<file path="src/hdl/spmq_pkg.sv">
// ----------------------------------------------------------------------------
// spmq_pkg
// Shared types and constants of the strict priority multi-queue unit.
// ----------------------------------------------------------------------------
package spmq_pkg;

   localparam int LEVELS      = 5;
   localparam int QUEUE_DEPTH = 16;

   localparam int OPCODE_W = 2;
   localparam int LEVEL_W  = 3;
   localparam int ID_W     = 16;
   localparam int TIME_W   = 32;
   localparam int STATUS_W = 2;
   localparam int COUNT_W  = 32;
   localparam int SUM_W    = 48;

   localparam int LVL_IDX_W = (LEVELS > 1) ? $clog2(LEVELS) : 1;
   localparam int PTR_W     = $clog2(QUEUE_DEPTH);
   localparam int FILL_W    = $clog2(QUEUE_DEPTH + 1);
   localparam int MEM_DEPTH = LEVELS * QUEUE_DEPTH;
   localparam int ADDR_W    = $clog2(MEM_DEPTH);
   localparam int ENTRY_W   = ID_W + TIME_W;

   typedef enum logic [OPCODE_W-1:0] {
      OP_ENQUEUE = 2'd0,
      OP_DEQUEUE = 2'd1,
      OP_STATS   = 2'd2,
      OP_NOP     = 2'd3
   } opcode_type;

   typedef enum logic [STATUS_W-1:0] {
      ST_OK            = 2'd0,
      ST_INVALID_LEVEL = 2'd1,
      ST_QUEUE_FULL    = 2'd2,
      ST_ALL_EMPTY     = 2'd3
   } status_type;

   typedef struct packed {
      logic [OPCODE_W-1:0] opcode;
      logic [LEVEL_W-1:0]  level;
      logic [ID_W-1:0]     entry_id;
      logic [TIME_W-1:0]   arrival_time;
      logic [TIME_W-1:0]   current_time;
   } req_payload_type;

   typedef struct packed {
      logic [STATUS_W-1:0] status;
      logic [ID_W-1:0]     served_id;
      logic [LEVEL_W-1:0]  served_level;
      logic [TIME_W-1:0]   wait_seconds;
      logic [COUNT_W-1:0]  enqueued_count;
      logic [COUNT_W-1:0]  served_count;
      logic [SUM_W-1:0]    wait_sum;
   } rsp_payload_type;

   // controller -> datapath
   typedef struct packed {
      logic capture;     // request transfer: latch payload, start entry read
      logic execute;     // decode and update queue state
      logic accumulate;  // add wait into the level's wait sum
      logic load_out;    // load the result register
   } ctrl_cmd_type;

   // datapath -> controller
   typedef struct packed {
      logic deq_hit;     // latched request is a dequeue with an entry to serve
   } dp_stat_type;

endpackage

</file>
<file path="src/hdl/spmq_ctrl.sv">
// ----------------------------------------------------------------------------
// spmq_ctrl
// Sequencer: takes one request at a time and owns the result valid flag.
// ----------------------------------------------------------------------------
module spmq_ctrl (
   input  logic                   clock,
   input  logic                   reset,
   input  logic                   req_valid,
   output logic                   req_ready,
   output logic                   rsp_valid,
   input  logic                   rsp_ready,
   input  spmq_pkg::dp_stat_type  dp_stat,
   output spmq_pkg::ctrl_cmd_type cmd
);

   typedef enum logic [1:0] {
      S_IDLE,
      S_EXEC,
      S_ACCUM
   } state_type;

   state_type state_ff, state_in;
   logic      rsp_valid_ff, rsp_valid_in;

   // a new request only when the result register is free or drains this cycle
   assign req_ready = (state_ff == S_IDLE) && (!rsp_valid_ff || rsp_ready);
   assign rsp_valid = rsp_valid_ff;

   always_comb begin
      cmd            = '0;
      state_in       = state_ff;
      cmd.capture    = req_valid && req_ready;
      case (state_ff)
         S_IDLE: begin
            if (cmd.capture) begin
               state_in = S_EXEC;
            end
         end
         S_EXEC: begin
            cmd.execute = 1'b1;
            if (dp_stat.deq_hit) begin
               state_in = S_ACCUM;
            end else begin
               cmd.load_out = 1'b1;
               state_in     = S_IDLE;
            end
         end
         S_ACCUM: begin
            cmd.accumulate = 1'b1;
            cmd.load_out   = 1'b1;
            state_in       = S_IDLE;
         end
         default: begin
            state_in = S_IDLE;
         end
      endcase
   end

   always_comb begin
      rsp_valid_in = rsp_valid_ff;
      if (rsp_valid_ff && rsp_ready) begin
         rsp_valid_in = 1'b0;
      end
      if (cmd.load_out) begin
         rsp_valid_in = 1'b1;
      end
   end

   always_ff @(posedge clock) begin
      if (reset) begin
         state_ff     <= S_IDLE;
         rsp_valid_ff <= 1'b0;
      end else begin
         state_ff     <= state_in;
         rsp_valid_ff <= rsp_valid_in;
      end
   end

endmodule

</file>
<file path="config.mk">
export PLATFORM = sky130hd
export DESIGN_NAME = spmq_ctrl
export DESIGN_NICKNAME = d
export VERILOG_FILES = /design/src/hdl/spmq_pkg.sv /design/src/hdl/spmq_ctrl.sv
export SDC_FILE = /design/constraint.sdc
export NUM_CORES = 1
export LEC_CHECK = 0
export ABC_AREA = 1
export ABC_CLOCK_PERIOD_IN_PS = 1800
export BUFFER_PORTS_ARGS = -buffer_cell sky130_fd_sc_hd__buf_2
export CORE_AREA = 4 4 41 43
export DETAILED_ROUTE_END_ITERATION = 16
export DIE_AREA = 0 0 45 47
export PLACE_DENSITY = 0.35
export SETUP_SLACK_MARGIN = 0.05
export SLEW_MARGIN = 5
export SYNTH_ARGS = -nofsm -noshare
export SYNTH_HDL_FRONTEND = slang
export SYNTH_SLANG_ARGS = --single-unit
</file>
<file path="constraint.sdc">
create_clock -name clock -period 1.8 [get_ports clock]
set_input_delay 0.36 -clock clock [delete_from_list [all_inputs] [get_ports clock]]
set_output_delay 0.36 -clock clock [all_outputs]
set_load 0.03 [all_outputs]
</file>
-- Word-level counts from Yosys, hierarchy flattened
Cells that the tools add are included.
- input bits: 5
- word-level logic and storage cells: 21
- output and inout port bits: 6
- register bits: 3
- equality and inequality tests: 3
- reduce and logical (&&, ||, !) cells: 7
- mux-type cells: 9
- operator list (kind ; count):
    $mux W1 ; 5
    $mux W2 ; 2
    $pmux W2 S2 ; 1
    $logic_and A1 B1 Y1 ; 3
    $eq A2 B1 Y1 const B ; 1
    $eq A2 B2 Y1 const B ; 1
    $logic_not A2 Y1 ; 1
    $ne A2 B2 Y1 const B ; 1
    $pmux W1 S2 ; 1
    $reduce_bool A2 Y1 ; 1
    $logic_not A1 Y1 ; 1
    $logic_or A1 B1 Y1 ; 1

-- Longest topological paths before layout
Gate-level depths: netlist of run 1.
- depth in word-level cells: 6
- depth in mapped cells: 7
- depth with buffers taken out: 6

-- Least setup slack after synthesis of run 1
OpenSTA, ideal clock, no wires.
- path kind: register to output
- from: reg state_ff[1]
- to: out cmd[0] (netlist bit)
- slack: 0.333 ns
- arrival time: 1.107 ns
- stages on the path, launching flop included: 8
- cell sequence: dfxtp_1 inv_1 ha_1 nand2_1 nand2_1 nand2_1 inv_1 buf_4
- RTL lines (what ; RTL line ; text):
    start, declared ; spmq_ctrl.sv:22 ; state_type state_ff, state_in;
    start signal, assigned ; spmq_ctrl.sv:74 ; state_ff <= state_in;
    end, declared ; spmq_ctrl.sv:13 ; output spmq_pkg::ctrl_cmd_type cmd

-- Worst setup path in the final report of run 1
- from: reg state_ff[0]
- to: out req_ready
- cells in the longest elaborated chain, start to end: 2
- ends and longest elaborated chain (what ; RTL line ; text):
    $logic_not A2 Y1 ; spmq_ctrl.sv:26 ; assign req_ready = (state_ff == S_IDLE) && (!rsp_valid_ff || rsp_ready);
    $logic_and A1 B1 Y1 ; spmq_ctrl.sv:26 ;
    end, declared ; spmq_ctrl.sv:9 ; output logic req_ready,
No other way between the ends.

==> results of run 1 <==
[logic make-up (layout without fill, tap and decap cells)]
kind of cell               after synthesis  count (layout)
and+or+nand+nor                         11              11
AOI/OAI and AO/OA                        3               3
adders and majority gates                3               3
buffers and inverters                   10              23
DFF                                      3               3
[report_power, final]
| group | internal, uW | switching, uW |
|---|---|---|
| logic | 64.6 | 132 |
| clock network | 82.9 | 32.1 |
| registers | 80.4 | 7.24 |
[metrics by stage]
| stage | cells | utilization | setup WS, ns | hold WS, ns |
|---|---|---|---|---|
| 6_report | 58 | 0.226 | 0.160 | 0.325 |
| 5_1_grt | 58 | 0.226 | 0.0721 | 0.325 |
| 2_1_floorplan | 30 | - | 0.333 | 0.429 |
| 3_3_place_gp | 54 | 0.206 | 0.404 | 0.471 |
| 3_5_place_dp | 54 | 0.206 | 0.399 | 0.476 |
| 4_1_cts | 58 | 0.226 | 0.147 | 0.312 |
[cells in the mapped netlist]
library cell  instances  area [um^2]
buf_4                 1         7.51
ha_1                  3         37.5
nor2_1                1         3.75
dfxtp_1               3         60.1
nand3_2               1         10.0
inv_1                 9         33.8
a21oi_1               3         15.0
nand2_1               7         26.3
nand3_1               1         5.00
and2_2                1         7.51
[sequential cells by signal (all words and copies together), names as in the netlist]
| register | count |
|---|---|
| rsp_valid | 1 |
| state_ff | 2 |
[routing by layer]
metal	global-route usage	wire length, um	vias up
met2	0.0791	221	3
met3	0.0383	30	0
met4	0.0351	0	0
li1	-	-	112
met5	0	0	-
met1	0.0385	167	88
[final cells by class]
cell class	instances	area (um^2)
Fill cell	158	1010
Multi-Input combinational cell	17	105
Sequential cell	3	60.1
Inverter	9	33.8
Timing Repair Buffer	10	50.0
Tap cell	15	18.8
Clock buffer	4	26.3
[cells in the final DEF (no fill, tap or decap)]
master	n
and2_2	1
nand3_2	1
nor2_1	1
buf_2	10
inv_1	9
clkbuf_1	1
nand3_1	1
dfxtp_1	3
clkbuf_4	3
a21oi_1	3
nand2_1	7
ha_1	3
[how the worst max path moves through the flow]
stage,end,slack (ns),cells after the start
finish,req_ready,0.16,4
floorplan,cmd[0],0.33,7
CTS,req_ready,0.15,4
global placement,req_ready,0.40,4
global route,cmd[3],0.07,5
detailed placement,req_ready,0.40,4
==> Flow_metrics.wiki, run 1 <==
{| class="wikitable"
! Metric !! Value
|-
| Number of cells on the worst hold path || 2
|-
| Tot Pwr || ~400 uW
|-
| Initial core utilization || 0.159
|-
| Req. time, crit path || 1.44 ns
|-
| Worst Hold Endpoint || state_ff[0]
|-
| Vias/cell || 3.50
|-
| Critical path launch point || state_ff[0]
|-
| Area share of and/or/nand/nor cells after synthesis || 0.255
|-
| Slowest stage cell on the critical path || dfxtp_1
|-
| R2R Path End || state_ff[1]
|-
| Number of buffer and inverter instances along the worst setup path || 2
|-
| Reg2Reg Launch Point || state_ff[0]
|-
| Worst vdd ir || 0.319 mV
|-
| Initial DRC count || 0
|-
| Share of the synthesized netlist area taken by xor and xnor gates || 0
|-
| Maximum number of pins on one net before global-route repair || 6
|-
| Critical Path Max Stage Delay || 0.35 ns
|-
| Routed Antenna Nets || 0
|-
| I/O pin count || 11
|-
| Type of the tightest min-delay check || input pin to register
|-
| Number of antenna repair diodes || 0
|-
| Combinational family with the most area after synthesis || simple AND/OR/NAND/NOR gates
|-
| Half-perimeter wire length after placement || 378 um
|-
| Fmax achieved || 610 MHz
|-
| Core outline area || 1300 um^2
|-
| R2r setup slk || 0.69 ns
|-
| Global-route wire length before repair || 696 um
|-
| Number of hold violations in the final report || 0
|-
| Total clock buffers created by CTS || 3
|-
| Hold buffer count at cts || 0
|-
| TritonCTS clock tree || built
|-
| Initial antenna violation count || 0
|-
| Total via count in the routed design || 203
|-
| Slew at the pin with the worst max-slew slack || around 0.17 ns
|-
| Post-CTS Setup Inserts || 0
|-
| Setup repair after global routing missed its margin || false
|-
| Synthesized area per cell || 6.88 um^2
|-
| Final Critical Period || 1.64 ns
|-
| Std-Cell Rows || 13
|-
| Clock latency at the later pin of the worst-skew pair || 0.23 ns
|-
| Arrival @ worst endpoint || 1.28 ns
|-
| # port buffers || 10
|-
| PwrDens || 1360 nW/um^2
|-
| Chain of cells forming the critical path || inv_1, ha_1, and2_2, buf_2
|-
| Htree depth || 1
|-
| First-pass DRT Iterations || 1
|-
| Mux share of post-synthesis cell area || 0
|-
| Netlist Area Pre-Place || 206 um^2
|-
| Run status || finished, final reports clean
|-
| Final-layout setup total negative slack || 0 ns
|-
| Worst Clk Skew || 0.0000364 ns
|-
| HP Start || reset
|-
| Final setup fails || 0
|-
| Number of warnings printed during yosys synthesis || 0
|-
| Count of different cell masters after synthesis || 10
|-
| Clock-pin transition on the worst setup and hold timing paths || 0.03 ns
|-
| Die Outline Area || 2120 um^2
|-
| Period Utilization, post-route || 0.911
|-
| Count of clock tree sinks || 3
|-
| Syn Nets || 38
|-
| Maximum number of buffers from clock root to sink || 2
|-
| Compound-Gate Fraction of Synth Area || 0.0727
|-
| Placer congestion estimate || 0.668
|-
| Area delta synth->final || 42.4%
|-
| Post-synthesis cell count || 30
|-
| Final net count || 52
|-
| Path depth of the worst reg2reg path || 5
|-
| Total grt overflow || 0
|-
| CP startpoint kind || register
|-
| Leakage power figure || 0.000184 uW
|-
| Die extent in x || 45 um
|-
| Seq/Total Area, Yosys || 0.291
|-
| Element type at the critical path end || primary output
|-
| Critical Path Fanout Max || 5
|-
| Routed WL || 420 um
|-
| Wire per inst || 7.24 um
|-
| Max-capacitance violation count || 0
|-
| Share of post-route cells with drive strength above 1 || 0.349
|-
| Post-synthesis adder-cell area fraction || 0.182
|-
| Pins Over Slew Limit || 0
|-
| Type of the setup path with the least slack || register to primary output
|-
| Number of instances resized during post-cts repair || 0
|-
| Vias in the first global route || 188
|-
| Max-slew headroom at the worst pin || 0.885
|-
| Root buf cell || clkbuf_4
|-
| Top delay family on crit path || flip-flops
|-
| Synth Register Bits || 3
|-
| Placement Cell Area || 268 um^2
|-
| Final instance area || 294 um^2
|-
| Total global routing track utilization || 0.0481
|-
| Height of the die || ~47 um
|-
| Number of remaining DRC errors || 0
|}
Power figures use the tool's default switching activity.
==> inputs of run 2 (changes only) <==
--- a/config.mk
+++ b/config.mk
@@ -7,11 +7,10 @@
 export LEC_CHECK = 0
 export ABC_AREA = 1
 export ABC_CLOCK_PERIOD_IN_PS = 1800
-export BUFFER_PORTS_ARGS = -buffer_cell sky130_fd_sc_hd__buf_2
 export CORE_AREA = 4 4 41 43
 export DETAILED_ROUTE_END_ITERATION = 16
 export DIE_AREA = 0 0 45 47
-export PLACE_DENSITY = 0.35
+export DONT_BUFFER_PORTS = 1
 export SETUP_SLACK_MARGIN = 0.05
 export SLEW_MARGIN = 5
 export SYNTH_ARGS = -nofsm -noshare
==> Flow_metrics.wiki, run 2 (synthesis results as in run 1) <==
{| class="wikitable"
! Metric !! Value
|-
| Worst Clk Skew || 0.000320 ns (+0.000284 ns)
|-
| Height of the die || 47 um (unchanged)
|-
| # port buffers || 0 (-10)
|-
| Type of the tightest min-delay check || input pin to register
|-
| Period Utilization, post-route || 0.878 (-0.0332)
|-
| Max FFs per register || 2 (unchanged)
|-
| Initial core utilization || 0.159 (unchanged)
|-
| Total via count in the routed design || 180 (-11%)
|-
| PwrDens || 1440 nW/um^2 (+6.2%)
|-
| Post-CTS Setup Inserts || 0 (unchanged)
|-
| Worst vdd ir || 0.213 mV (-33%)
|-
| Count of filler cells inserted in the layout || 161 (+1.9%)
|-
| Final setup fails || 0 (unchanged)
|-
| Area delta synth->final || 29.1%
|-
| Die Outline Area || 2120 um^2 (unchanged)
|-
| Worst hold margin || 0.199 ns (-0.126 ns)
|-
| Std-Cell Rows || 13 (unchanged)
|-
| Arrival @ worst endpoint || 1.22 ns (-0.06 ns)
|-
| Number of instances resized during post-cts repair || 0 (unchanged)
|-
| Portion of total power attributed to sequential cells || 0.229 (+0.009)
|-
| Critical Path Max Stage Delay || 0.35 ns (about the same)
|-
| Htree depth || 1 (unchanged)
|-
| Max-capacitance violation count || 0 (unchanged)
|-
| TritonCTS clock tree || built
|-
| Root buf cell || clkbuf_4
|-
| Hold buffer count at cts || 0 (unchanged)
|-
| Final Critical Period || 1.58 ns (-0.0598 ns)
|-
| Register with the highest flop count || state_ff
|-
| Switching power || 164 uW (-3.9%)
|-
| Global-route wire length before repair || 538 um (-23%)
|-
| First-pass DRT Iterations || 1 (unchanged)
|-
| Multi-input combinational cell area || 105 um^2 (unchanged)
|-
| Final-layout setup total negative slack || 0 ns (unchanged)
|-
| Commonest cells after routing, fill and taps aside || inv_1 (9), nand2_1 (7)
|-
| Half-perimeter wire length after placement || 351 um (-7.2%)
|-
| Slew at the pin with the worst max-slew slack || 0.258 ns (+0.0859 ns)
|-
| I/O pin count || 11 (unchanged)
|-
| Clock latency at the later pin of the worst-skew pair || 0.23 ns (about the same)
|-
| CP startpoint kind || register
|-
| Max-slew headroom at the worst pin || 0.828 (-0.0574)
|-
| Critical Path Fanout Max || 3 (-2)
|-
| Req. time, crit path || 1.44 ns (about the same)
|-
| Number of remaining DRC errors || 0 (unchanged)
|-
| Number of hold violations in the final report || 0 (unchanged)
|-
| Maximum number of buffers from clock root to sink || 2 (unchanged)
|-
| Placer congestion estimate || 0.765 (+15%)
|-
| Number of antenna repair diodes || 0 (unchanged)
|-
| Vias in the first global route || 150 (-20%)
|-
| Setup repair after global routing missed its margin || false
|-
| Clock-pin transition on the worst setup and hold timing paths || 0.04 ns (about the same)
|-
| Net switching share of the total power || 0.428 (-0.000824)
|-
| Type of the setup path with the least slack || register to primary output
|-
| Count of clock tree sinks || 3 (unchanged)
|-
| Fmax achieved || 633 MHz (+3.8%)
|-
| Initial DRC count || 0 (unchanged)
|-
| Combinational group share of total power || 0.472 (-0.020)
|-
| Leakage power figure || 0.000155 uW (-16%)
|-
| Wire per inst || 7.80 um (+7.8%)
|-
| Run status || finished, final reports clean
|-
| Sequential cell area || 60.1 um^2 (unchanged)
|-
| Part of the power in the clock network || 0.299 (+0.011)
|-
| Final instance area || 267 um^2 (-9.4%)
|-
| Die extent in x || 45 um (unchanged)
|-
| Vias/cell || 3.53 (+0.84%)
|-
| Total global routing track utilization || 0.0410 (-0.00710)
|-
| Core outline area || 1300 um^2 (unchanged)
|-
| Slowest stage cell on the critical path || dfxtp_1
|-
| Routed Antenna Nets || 0 (unchanged)
|-
| Slack of the critical path || 0.220 ns (+0.0598 ns)
|-
| Most common cell after layout, fill and taps aside || inv_1
|-
| Final net count || 45 (-13%)
|-
| Element type at the critical path end || primary output
|-
| Final design utilization || 0.205 (-0.0212)
|-
| Top cell by count, worst path || inv_1
|-
| Internal Pwr Total || 220 uW (-3.6%)
|-
| Initial antenna violation count || 0 (unchanged)
|-
| Chain of cells forming the critical path || inv_1, ha_1, nand2_1, inv_1
|-
| Routed WL || 398 um (-5.2%)
|-
| Total clock buffers created by CTS || 3 (unchanged)
|-
| Pins Over Slew Limit || 0 (unchanged)
|-
| Pre-CTS setup slack || 0.452 ns (+0.0531 ns)
|-
| Placement Cell Area || 240 um^2 (-10%)
|-
| Maximum number of pins on one net before global-route repair || 6 (unchanged)
|-
| Share of post-route cells with drive strength above 1 || 0.222 (-0.127)
|-
| Total grt overflow || 0 (unchanged)
|}
==> run 2: changes by cell type in the layout (fill, tap and decap cells not counted) <==
| cell | previous run | this run |
|---|---|---|
| buf_2 | 10 | 0 |
| buf_4 | 0 | 3 |
==> run 2: critical path, delay by kind of cell, from the launching register on <==
family        cells  cell delay (ns)
flops             1             0.35
buf+inv           2             0.29
fa+ha+maj         1             0.27
simple gates      1             0.08
==> run 2: final timing paths <==
check,from,endpoint,slack [ns],cells past startpoint
setup / recovery,state_ff[0],cmd[0],0.22,4
hold / removal,reset,state_ff[0],0.20,1
setup reg to reg,state_ff[1],state_ff[1],0.69,7
hold reg to reg,state_ff[0],state_ff[0],0.47,2
==> run 2: layout make-up <==
cell class	instances	area share
timing repair buffer	3	0.0845
multi-input combinational	17	0.394
clock buffer	4	0.0986
tap	15	0.0704
sequential	3	0.225
inverter	9	0.127
==> run 2: power groups by stage <==
| stage | Sequential (uW) | Combinational [uW] | Clock (uW) |
|---|---|---|---|
| global route | 89.9 | 198 | 126 |
| CTS | 88.2 | 185 | 121 |
| floorplan | 93.4 | 153 | 0 |
| global placement | 88.5 | 183 | 0 |
| finish | 88.0 | 181 | 115 |
| detailed placement | 89.1 | 185 | 0 |
==> run 2: per-stage QoR <==
stage | std cells | power, uW
global placement | 47 | 272
global route | 51 | 414
floorplan | 30 | 247
CTS | 51 | 395
finish | 51 | 384
detailed placement | 47 | 275
==> run 2: per-layer routing <==
layer	part of all wire	vias to the layer above	wire length, um	GRT usage
met5	0	-	0	0
met4	0	0	0	0.0526
met3	0.11	0	44	0.0268
li1	-	100	-	-
met2	0.48	6	191	0.0621
met1	0.40	74	161	0.0317
